==> src/rtl/assert_macros.svh <==
// Assertion macros used by the top RTL file of the LRU key-value cache.
// No dependencies; pulled in with an include ahead of the module that asserts.
`ifndef ASSERT_MACROS_SVH
`define ASSERT_MACROS_SVH

// Checked at every rising edge while reset is low.
`define ASSERT_CLK_RST(lbl, clk, rst, prop, msg) \
   lbl: assert property (@(posedge clk) disable iff (rst) prop) else $error(msg);

// Checked at every rising edge, reset included.
`define ASSERT_CLK(lbl, clk, prop, msg) \
   lbl: assert property (@(posedge clk) prop) else $error(msg);

`endif

==> src/rtl/lkvc_pkg.sv <==
// Package of the LRU key-value cache: transaction payload types, sequencer
// control structs and shared constants. No dependencies.
package lkvc_pkg;

   localparam int DATA_W      = 32;
   localparam int CAP_W       = 5;
   localparam int ENTRIES_DEF = 16;

   localparam logic [CAP_W-1:0]  CAP_RESET  = 5'd16;
   localparam logic [DATA_W-1:0] MISS_VALUE = 32'hFFFF_FFFF;

   localparam logic MODE_GET = 1'b0;
   localparam logic MODE_PUT = 1'b1;

   typedef struct packed {
      logic                     mode;
      logic signed [DATA_W-1:0] key;
      logic signed [DATA_W-1:0] value;
   } req_type;

   typedef struct packed {
      logic                     hit;
      logic signed [DATA_W-1:0] read_value;
      logic                     evicted;
      logic signed [DATA_W-1:0] evicted_key;
   } rsp_type;

   // Control from the sequencer to the scan unit.
   typedef struct packed {
      logic start;       // clear trackers for a new transaction
      logic sample;      // memory read data of one slot is valid
      logic slot_valid;  // valid bit of that slot
   } scan_ctl_type;

   // Write strobes from the sequencer to the store.
   typedef struct packed {
      logic key_we;
      logic val_we;
      logic val_re;
      logic rank_we;
   } store_ctl_type;

endpackage

==> src/rtl/lkvc_store.sv <==
// Key, value and age-rank memories of the LRU key-value cache.
// Depends on lkvc_pkg. One write and one registered read per memory per cycle.
module lkvc_store #(
   parameter int ENTRIES = lkvc_pkg::ENTRIES_DEF
) (
   input  logic                                         clock,
   input  lkvc_pkg::store_ctl_type                      ctl,
   input  logic [((ENTRIES > 1) ? $clog2(ENTRIES) : 1)-1:0] rd_addr,
   input  logic [((ENTRIES > 1) ? $clog2(ENTRIES) : 1)-1:0] val_rd_addr,
   input  logic [((ENTRIES > 1) ? $clog2(ENTRIES) : 1)-1:0] wr_addr,
   input  logic [((ENTRIES > 1) ? $clog2(ENTRIES) : 1)-1:0] rank_wr_addr,
   input  logic [lkvc_pkg::DATA_W-1:0]                  key_wr_data,
   input  logic [lkvc_pkg::DATA_W-1:0]                  val_wr_data,
   input  logic [((ENTRIES > 1) ? $clog2(ENTRIES) : 1)-1:0] rank_wr_data,
   output logic [lkvc_pkg::DATA_W-1:0]                  key_rd,
   output logic [lkvc_pkg::DATA_W-1:0]                  val_rd,
   output logic [((ENTRIES > 1) ? $clog2(ENTRIES) : 1)-1:0] rank_rd
);
   import lkvc_pkg::*;

   localparam int IDX_W = (ENTRIES > 1) ? $clog2(ENTRIES) : 1;

   logic [DATA_W-1:0] key_mem  [ENTRIES];
   logic [DATA_W-1:0] val_mem  [ENTRIES];
   logic [IDX_W-1:0]  rank_mem [ENTRIES];

   always_ff @(posedge clock) begin
      if (ctl.key_we) begin
         key_mem[wr_addr] <= key_wr_data;
      end
      key_rd <= key_mem[rd_addr];
   end

   always_ff @(posedge clock) begin
      if (ctl.val_we) begin
         val_mem[wr_addr] <= val_wr_data;
      end
      if (ctl.val_re) begin
         val_rd <= val_mem[val_rd_addr];
      end
   end

   always_ff @(posedge clock) begin
      if (ctl.rank_we) begin
         rank_mem[rank_wr_addr] <= rank_wr_data;
      end
      rank_rd <= rank_mem[rd_addr];
   end

endmodule

==> src/rtl/lkvc_scan.sv <==
// Scan unit of the LRU key-value cache: one key comparator and the trackers
// for the matching slot, the oldest valid slot and the first free slot.
// Depends on lkvc_pkg. Fed one slot per cycle by the sequencer.
module lkvc_scan #(
   parameter int ENTRIES = lkvc_pkg::ENTRIES_DEF
) (
   input  logic                                             clock,
   input  lkvc_pkg::scan_ctl_type                           ctl,
   input  logic [((ENTRIES > 1) ? $clog2(ENTRIES) : 1)-1:0] slot_idx,
   input  logic [lkvc_pkg::DATA_W-1:0]                      key_probe,
   input  logic [lkvc_pkg::DATA_W-1:0]                      mem_key,
   input  logic [((ENTRIES > 1) ? $clog2(ENTRIES) : 1)-1:0] mem_rank,
   output logic                                             found,
   output logic [((ENTRIES > 1) ? $clog2(ENTRIES) : 1)-1:0] found_idx,
   output logic [((ENTRIES > 1) ? $clog2(ENTRIES) : 1)-1:0] found_rank,
   output logic [((ENTRIES > 1) ? $clog2(ENTRIES) : 1)-1:0] lru_idx,
   output logic [lkvc_pkg::DATA_W-1:0]                      lru_key,
   output logic [((ENTRIES > 1) ? $clog2(ENTRIES) : 1)-1:0] free_idx
);
   import lkvc_pkg::*;

   localparam int IDX_W = (ENTRIES > 1) ? $clog2(ENTRIES) : 1;

   logic             found_ff, found_in;
   logic             lru_have_ff, lru_have_in;
   logic             free_have_ff, free_have_in;
   logic [IDX_W-1:0] found_idx_ff, found_rank_ff;
   logic [IDX_W-1:0] lru_idx_ff, lru_rank_ff, free_idx_ff;
   logic [DATA_W-1:0] lru_key_ff;
   logic             match, lru_take, free_take;

   assign match     = ctl.sample && ctl.slot_valid && !found_ff && (mem_key == key_probe);
   assign lru_take  = ctl.sample && ctl.slot_valid &&
                      (!lru_have_ff || (mem_rank > lru_rank_ff));
   assign free_take = ctl.sample && !ctl.slot_valid && !free_have_ff;

   always_comb begin
      found_in     = found_ff || match;
      lru_have_in  = lru_have_ff || lru_take;
      free_have_in = free_have_ff || free_take;
      if (ctl.start) begin
         found_in     = 1'b0;
         lru_have_in  = 1'b0;
         free_have_in = 1'b0;
      end
   end

   // Flags are cleared by start before every use.
   always_ff @(posedge clock) begin
      found_ff     <= found_in;
      lru_have_ff  <= lru_have_in;
      free_have_ff <= free_have_in;
   end

   always_ff @(posedge clock) begin
      if (match) begin
         found_idx_ff  <= slot_idx;
         found_rank_ff <= mem_rank;
      end
      if (lru_take) begin
         lru_idx_ff  <= slot_idx;
         lru_rank_ff <= mem_rank;
         lru_key_ff  <= mem_key;
      end
      if (free_take) begin
         free_idx_ff <= slot_idx;
      end
   end

   assign found      = found_ff;
   assign found_idx  = found_idx_ff;
   assign found_rank = found_rank_ff;
   assign lru_idx    = lru_idx_ff;
   assign lru_key    = lru_key_ff;
   assign free_idx   = free_idx_ff;

endmodule

==> src/rtl/lru_key_value_cache.sv <==
// LRU key-value cache: fully associative store of ENTRIES key/value pairs with
// least-recently-used replacement. Each request transaction is a get or a put
// and yields exactly one response transaction. Keys, values and age ranks sit
// in memories with one write and one registered read port that one sequencer
// sweeps a slot per cycle: a scan pass through the single key comparator finds
// the hit, the oldest entry and the first free slot, then a rank pass ages the
// younger entries (all valid entries on an insert). A sweep reads all ENTRIES
// slots through the registered read port. A get miss takes the scan sweep only
// and every other request the scan and rank sweeps before its response is
// valid; a previous response still held under rsp_stall adds its wait.
// req_stall stays high from accept until the response is loaded into the
// output register, so a new request can enter while the previous response
// still waits under rsp_stall. Writing the capacity register clears the store
// at once; it must only be written while no request is in flight.
// Depends on lkvc_pkg, lkvc_store, lkvc_scan and assert_macros.svh.
`include "assert_macros.svh"

module lru_key_value_cache #(
   parameter int ENTRIES = lkvc_pkg::ENTRIES_DEF
) (
   input  logic                          clock,
   input  logic                          reset,
   // request channel
   input  logic                          req_valid,
   output logic                          req_stall,
   input  lkvc_pkg::req_type             req_payload,
   // response channel
   output logic                          rsp_valid,
   input  logic                          rsp_stall,
   output lkvc_pkg::rsp_type             rsp_payload,
   // capacity register write
   input  logic                          csr_valid,
   output logic                          csr_ready,
   input  logic [lkvc_pkg::CAP_W-1:0]    csr_capacity
);
   import lkvc_pkg::*;

   localparam int IDX_W = (ENTRIES > 1) ? $clog2(ENTRIES) : 1;
   localparam int CNT_W = $clog2(ENTRIES + 1);
   localparam int CMP_W = (CNT_W > CAP_W) ? CNT_W : CAP_W;

   localparam logic [CNT_W-1:0] CNT_END = CNT_W'(ENTRIES);
   localparam logic [CMP_W-1:0] CMP_ENT = CMP_W'(ENTRIES);
   localparam logic [CMP_W-1:0] CMP_ONE = CMP_W'(1);

   // sequencer states
   localparam logic [2:0] ST_IDLE   = 3'd0;
   localparam logic [2:0] ST_SCAN   = 3'd1;
   localparam logic [2:0] ST_DECIDE = 3'd2;
   localparam logic [2:0] ST_UPDATE = 3'd3;
   localparam logic [2:0] ST_DONE   = 3'd4;

   // control state
   logic [2:0]         state_ff, state_in;
   logic [CNT_W-1:0]   cnt_ff, cnt_in;
   logic               samp_vld_ff, samp_vld_in;
   logic [ENTRIES-1:0] valid_ff, valid_in;
   logic [CNT_W-1:0]   occ_ff, occ_in;
   logic [CAP_W-1:0]   cap_ff, cap_in;
   logic               rsp_valid_ff, rsp_valid_in;

   // payload state
   logic [IDX_W-1:0]  samp_idx_ff;
   req_type           req_ff;
   rsp_type           rsp_ff, rsp_in;
   logic              hit_ff, evict_ff, upd_all_ff;
   logic [IDX_W-1:0]  target_ff, thr_ff;
   logic [DATA_W-1:0] evkey_ff;

   // scan and store wiring
   scan_ctl_type      scan_ctl;
   store_ctl_type     store_ctl;
   logic              found;
   logic [IDX_W-1:0]  found_idx, found_rank, lru_idx, free_idx;
   logic [DATA_W-1:0] lru_key, key_rd, val_rd;
   logic [IDX_W-1:0]  rank_rd, rank_wr_data;

   logic              req_take, csr_take, rsp_free, issue, is_put;
   logic              need_evict, do_insert, older;
   logic [IDX_W-1:0]  target;
   logic [CMP_W-1:0]  cap_x, eff_cap, occ_x;

   assign req_stall = (state_ff != ST_IDLE);
   assign csr_ready = (state_ff == ST_IDLE);
   assign req_take  = req_valid && !req_stall;
   assign csr_take  = csr_valid && csr_ready;
   assign rsp_free  = !rsp_valid_ff || !rsp_stall;
   assign rsp_valid   = rsp_valid_ff;
   assign rsp_payload = rsp_ff;

   // effective capacity: zero acts as one, anything above ENTRIES as ENTRIES
   assign cap_x   = CMP_W'(cap_ff);
   assign occ_x   = CMP_W'(occ_ff);
   assign eff_cap = (cap_x == '0) ? CMP_ONE : ((cap_x > CMP_ENT) ? CMP_ENT : cap_x);

   // one slot read per cycle during both sweeps
   assign issue = ((state_ff == ST_SCAN) || (state_ff == ST_UPDATE)) && (cnt_ff < CNT_END);

   assign is_put     = (req_ff.mode == MODE_PUT);
   assign need_evict = !found && is_put && (occ_x >= eff_cap);
   assign do_insert  = !found && is_put;
   assign target     = found ? found_idx : (need_evict ? lru_idx : free_idx);

   assign scan_ctl.start      = req_take;
   assign scan_ctl.sample     = (state_ff == ST_SCAN) && samp_vld_ff;
   assign scan_ctl.slot_valid = valid_ff[samp_idx_ff];

   // rank pass: the target becomes rank 0, younger valid entries age by one
   // (all valid entries on an insert)
   assign older = valid_ff[samp_idx_ff] && (upd_all_ff || (rank_rd < thr_ff));

   always_comb begin
      store_ctl.key_we  = (state_ff == ST_DECIDE) && do_insert;
      store_ctl.val_we  = (state_ff == ST_DECIDE) && is_put;
      store_ctl.val_re  = (state_ff == ST_DECIDE) && found && !is_put;
      store_ctl.rank_we = (state_ff == ST_UPDATE) && samp_vld_ff &&
                          ((samp_idx_ff == target_ff) || older);
      rank_wr_data = (samp_idx_ff == target_ff) ? '0 : IDX_W'(rank_rd + 1'b1);
   end

   always_comb begin
      state_in     = state_ff;
      cnt_in       = issue ? (cnt_ff + 1'b1) : cnt_ff;
      samp_vld_in  = issue;
      valid_in     = valid_ff;
      occ_in       = occ_ff;
      cap_in       = cap_ff;
      rsp_valid_in = rsp_valid_ff && rsp_stall;
      rsp_in       = rsp_ff;

      case (state_ff)
         ST_IDLE: begin
            if (req_take) begin
               state_in = ST_SCAN;
               cnt_in   = '0;
            end
         end
         ST_SCAN: begin
            // last sample lands at the edge that leaves this state
            if (!issue) begin
               state_in = ST_DECIDE;
            end
         end
         ST_DECIDE: begin
            cnt_in = '0;
            if (do_insert) begin
               valid_in[target] = 1'b1;
               if (!need_evict) begin
                  occ_in = occ_ff + 1'b1;
               end
            end
            state_in = (found || is_put) ? ST_UPDATE : ST_DONE;
         end
         ST_UPDATE: begin
            if (!issue) begin
               state_in = ST_DONE;
            end
         end
         ST_DONE: begin
            if (rsp_free) begin
               rsp_valid_in       = 1'b1;
               rsp_in.hit         = hit_ff;
               rsp_in.read_value  = (hit_ff && !is_put) ? val_rd : MISS_VALUE;
               rsp_in.evicted     = evict_ff;
               rsp_in.evicted_key = evict_ff ? evkey_ff : '0;
               state_in           = ST_IDLE;
            end
         end
         default: begin
            state_in = ST_IDLE;
         end
      endcase

      // capacity write empties the store
      if (csr_take) begin
         cap_in   = csr_capacity;
         valid_in = '0;
         occ_in   = '0;
      end
   end

   always_ff @(posedge clock) begin
      if (reset) begin
         state_ff     <= ST_IDLE;
         cnt_ff       <= '0;
         samp_vld_ff  <= 1'b0;
         valid_ff     <= '0;
         occ_ff       <= '0;
         cap_ff       <= CAP_RESET;
         rsp_valid_ff <= 1'b0;
      end else begin
         state_ff     <= state_in;
         cnt_ff       <= cnt_in;
         samp_vld_ff  <= samp_vld_in;
         valid_ff     <= valid_in;
         occ_ff       <= occ_in;
         cap_ff       <= cap_in;
         rsp_valid_ff <= rsp_valid_in;
      end
   end

   always_ff @(posedge clock) begin
      samp_idx_ff <= cnt_ff[IDX_W-1:0];
      rsp_ff      <= rsp_in;
      if (req_take) begin
         req_ff <= req_payload;
      end
      if (state_ff == ST_DECIDE) begin
         hit_ff     <= found;
         evict_ff   <= need_evict;
         evkey_ff   <= lru_key;
         target_ff  <= target;
         upd_all_ff <= !found;
         thr_ff     <= found_rank;
      end
   end

   lkvc_scan #(
      .ENTRIES (ENTRIES)
   ) u_scan (
      .clock      (clock),
      .ctl        (scan_ctl),
      .slot_idx   (samp_idx_ff),
      .key_probe  (req_ff.key),
      .mem_key    (key_rd),
      .mem_rank   (rank_rd),
      .found      (found),
      .found_idx  (found_idx),
      .found_rank (found_rank),
      .lru_idx    (lru_idx),
      .lru_key    (lru_key),
      .free_idx   (free_idx)
   );

   lkvc_store #(
      .ENTRIES (ENTRIES)
   ) u_store (
      .clock        (clock),
      .ctl          (store_ctl),
      .rd_addr      (cnt_ff[IDX_W-1:0]),
      .val_rd_addr  (found_idx),
      .wr_addr      (target),
      .rank_wr_addr (samp_idx_ff),
      .key_wr_data  (req_ff.key),
      .val_wr_data  (req_ff.value),
      .rank_wr_data (rank_wr_data),
      .key_rd       (key_rd),
      .val_rd       (val_rd),
      .rank_rd      (rank_rd)
   );

   // occupancy tracks the valid bits and never passes the effective capacity
   `ASSERT_CLK_RST(a_occ_count, clock, reset, ($countones(valid_ff) == occ_ff), "occupancy does not match valid bits")
   `ASSERT_CLK_RST(a_occ_cap, clock, reset, (occ_x <= eff_cap), "occupancy above capacity")
   // a response is only produced from the final sequencer state
   `ASSERT_CLK_RST(a_rsp_src, clock, reset, ($rose(rsp_valid_ff) |-> ($past(state_ff) == ST_DONE)), "response without completed transaction")
   // an eviction only happens on a put that missed
   `ASSERT_CLK_RST(a_evict_miss, clock, reset, ((rsp_valid_ff && rsp_ff.evicted) |-> !rsp_ff.hit), "eviction reported on a hit")

endmodule

==> config.mk <==
export PLATFORM = sky130hd
export DESIGN_NAME = lru_key_value_cache
export DESIGN_NICKNAME = d
export VERILOG_FILES = /design/src/rtl/lkvc_pkg.sv /design/src/rtl/lkvc_store.sv /design/src/rtl/lkvc_scan.sv /design/src/rtl/lru_key_value_cache.sv
export VERILOG_INCLUDE_DIRS = /design/src /design/src/rtl
export SDC_FILE = /design/constraint.sdc
export NUM_CORES = 1
export LEC_CHECK = 0
export BUFFER_PORTS_ARGS = -buffer_cell sky130_fd_sc_hd__buf_2
export CAP_MARGIN = 20
export CORE_MARGIN = 2
export CORE_UTILIZATION = 39
export CTS_BUF_LIST = sky130_fd_sc_hd__clkbuf_16
export DETAILED_ROUTE_END_ITERATION = 10
export PLACE_DENSITY = 0.63
export SETUP_SLACK_MARGIN = 0.15
export SYNTH_ARGS = -nofsm -noshare
export SYNTH_HDL_FRONTEND = slang
export SYNTH_SLANG_ARGS = --single-unit
==> constraint.sdc <==
create_clock -name clock -period 9.3 [get_ports clock]
set_input_delay 0.465 -clock clock [delete_from_list [all_inputs] [get_ports clock]]
set_output_delay 0.465 -clock clock [all_outputs]
set_load 0.05 [all_outputs]
==> impl_metrics.py <==
metrics = {
    "outcome": {
        "status": "finished clean",
    },
    "sta": {
        "relSlewSlack_pct": 27.3,
        "tightest_slew_ps": 1090,
        "final.setup.worst_slack_ps": 5340,
        "max_freq_mhz": 253,
        "slew_violations": 0,
        "skew_ps": 27.5,
        "hold_viol": 0,
        "setup_tns_ps": 0,
        "period_share_pct": 42.6,
        "rsz0062_at_grt": "no",
        "fin_crit_ps": 3960,
        "setup_violations": 0,
    },
    "worst_hold_path": {
        "whs_path_depth": 3,
        "min_path_type": "input pin to flop",
        "min_to": "u_scan.found",
        "hp-start": "req_valid",
    },
    "logic_synthesis": {
        "ys_types": 55,
        "synth_top_family_by_area": "multiplexers",
        "ys_ff_latch": 1425,
        "synth_xor_area_share_pct": 0.765,
        "synth-main-ff-cell": "edfxtp_1",
        "synthArstFlopShare_pct": 0,
        "mappedNetlistArea_sq_um": 52700,
        "synthTopCellsByCount": "1346 x edfxtp_1, 344 x mux4_2, 79 x dfxtp_1",
        "yosys.area_share.simple_pct": 2.36,
        "synth_fp_nets": 2347,
        "synth_mux_area_share_pct": 14.9,
        "synth_top_area_share_pct": 76.7,
        "yosys_warnings": 0,
        "seq_area_frac_synth_pct": 79.7,
        "synthAdderAreaFrac_pct": 0.356,
        "synth_compound_area_share_pct": 0.943,
        "synth_edf_count": 1346,
        "netlist_instances": 2257,
        "synth.most_common_cell": "edfxtp_1",
        "syn_avg_cell_area_sq_um": 23.3,
        "synth_area_leaders": "edfxtp_1 77%, mux4_2 15%, dfxtp_1 3.0%",
        "synth_largest_area_cell": "edfxtp_1",
    },
    "pwr": {
        "combPwrFrac_pct": 1.9,
        "finalPower_mw": 13.1,
        "internal_power_mw": 10.5,
        "peakVddDrop_uv": 138,
        "seq_power_share_pct": 54.4,
        "power_frac_clock_pct": 43.7,
        "p_leak_nw": 19.3,
        "powerDensity_nw_per_um2": 213,
        "netSwitchingPower_mw": 2.63,
        "netSwitchingFraction_pct": 20.1,
    },
    "global_routing": {
        "grt_usage_pct": 16.1,
        "grt_pass1_vias": 24841,
        "grt.overflow.total": 0,
        "grt_start_max_net_pins": 104,
        "grt_pass1_wl_microns": 163000,
        "antenna_found_initial": 7,
    },
    "placement": {
        "port_buffers": 143,
        "placed_cells": 4123,
        "dp_slack_ps": 4940,
        "hpwlAfterDp_microns": 60400,
        "gp_congestion": 0.754,
    },
    "critical_path": {
        "max_stage_delay_ps": 650,
        "worstSetupStartpointType": "flop",
        "arrival_ps": 4400,
        "worstPathCellList": "nor3_1 -> nor2_1 -> nor2_1 -> ha_1 -> nand2b_1 -> a31oi_2 -> o22ai_2 -> mux2i_1 -> nand3_1 -> a21boi_0 -> buf_2 -> nor2_4 -> buf_16",
        "cp-end-kind": "flop",
        "timing.critical_path.mode_cell": "nor2_1",
        "rr_endpoint": "u_store.val_mem[5][5]",
        "worstSetupPathType": "flop to flop",
        "crit_required_ps": 9740,
        "cp_max_fo": 17,
        "worst_r2r_path_depth": 13,
        "r2r-start": "cap_ff[2]",
        "slowest_stage": "nor2_4",
        "ff2ff_setup_slack_ps": 5340,
    },
    "clocking": {
        "worstSkewPairLatency_ps": 740,
        "root_buffer": "clkbuf_16",
        "cts_sinks": 1425,
        "post-cts-setup-buffers": 0,
        "cts_tree": "yes",
        "cts_max_path_buffers": 3,
        "ctsHtreeMaxLevel": 4,
        "cts_buffers": 145,
        "cts.clk_slew.worst_paths_ps": 60,
    },
    "layout": {
        "finalNetCount": 2671,
        "drive_gt1_share_pct": 29.5,
        "stdcell_count": 4471,
        "postLayoutCoreUtil_pct": 46.0,
        "area_growth_pct": 16.8,
    },
    "die": {
        "rows": 134,
        "dieHeight_microns": 372,
        "die_w_microns": 372,
        "io_pins": 144,
        "die_area_sq_um": 138000,
        "core_sq_um": 134000,
        "initial_utilization_pct": 39.4,
    },
    "route": {
        "drt-pass1-iter-count": 5,
        "viasPerCell": 5.28,
        "ant_nets": 0,
        "num_vias": 23622,
        "drt_first_iter_violations": 2395,
        "wl_microns": 111000,
        "route.detailed.drc": 0,
        "wire_per_inst_microns": 24.8,
    },
    "flow_run": {
        "cap_viol_max_count": 0,
    },
}
[flip-flops by register name, indices dropped and copies added (netlist names), 5 cells and up]
name / flops
req_ff: 64
rsp_payload: 66
occ_ff: 5
u_store.key_mem: 512
u_store.val_rd: 32
cap_ff: 5
u_scan.lru_key: 32
u_store.val_mem: 512
evkey_ff: 32
valid_ff: 16
u_store.rank_mem: 64
cnt_ff: 5
u_store.key_rd: 32
[worst max path at each step]
stage	start	endpoint	slack (ps)	cells past startpoint
after global routing	cap_ff[2]	u_store.val_mem[5][5]	5110	13
after floorplan	state_ff[2]	u_store.key_mem[14][0]	2810	4
after detailed placement	cap_ff[2]	u_store.val_mem[5][14]	4940	12
after global placement	cap_ff[1]	u_store.val_mem[9][8]	5110	11
after CTS	cap_ff[2]	u_store.val_mem[5][5]	4930	12
final	cap_ff[2]	u_store.val_mem[5][5]	5340	13
[layout make-up]
type	instances	area, sq um
Clock buffer	147	3680
Clock inverter	121	1070
Timing Repair Buffer	275	2030
Tap cell	1768	2210
Antenna cell	1	2.50
Multi-Input combinational cell	716	10500
Fill cell	10962	72300
Inverter	18	70.1
Sequential cell	1425	42000
[what timing repair did]
item,CTS,global route
hold buffers,72,0
hold endpoints to repair,74,0
resized for setup,0,0
[cell usage in the layout, fill, tap and decap left out, types with 36 or more instances in the layout]
master / instances
and2_1: 36
buf_2: 144
buf_4: 50
clkbuf_16: 147
clkinv_1: 40
dfxtp_1: 75
dlygate4sd3_1: 72
edfxtp_1: 1346
inv_1: 50
mux4_2: 344
nand2b_1: 37
nor2_1: 37
[worst max-delay path, delay by kind of cell (launching register included)]
kind	cells	cell delay [ps]
DFF	1	360
and+or+nand+nor	6	1310
adders and majority gates	1	260
AOI/OAI and AO/OA	3	920
buffers and inverters	2	460
muxes	1	340
[power by group through the flow]
stage          Clock [mW]  Sequential, mW  Combinational, mW
2_1_floorplan           0            7.22              0.156
3_3_place_gp            0            7.25              0.221
3_5_place_dp            0            7.26              0.226
4_1_cts              5.84            7.12              0.251
5_1_grt              6.09            7.13              0.268
6_report             5.72            7.12              0.248
[layer usage]
metal	vias up	share of wire (%)	GRT usage (%)
met5	-	0	0
met1	12600	42	21.9
li1	10094	-	-
met2	760	50	26.7
met3	168	5.9	3.08
met4	0	2.0	4.22
[cell families after synthesis]
logic type | after synthesis
AO/OA/AOI/OAI | 66
XOR/XNOR | 46
adder cells (fa/ha/maj) | 15
buffers and inverters | 116
flip-flops | 1425
multiplexers | 355
AND/OR/NAND/NOR | 234
[metrics by stage]
| stage | area (sq um) | hold slack [ps] |
|---|---|---|
| floorplan | 52700 | 344 |
| global placement | 55800 | 404 |
| detailed placement | 56000 | 405 |
| CTS | 61400 | 67.9 |
| global route | 61500 | 87.2 |
| finish | 61500 | 114 |
No activity file was read; power rests on OpenSTA's default activity.
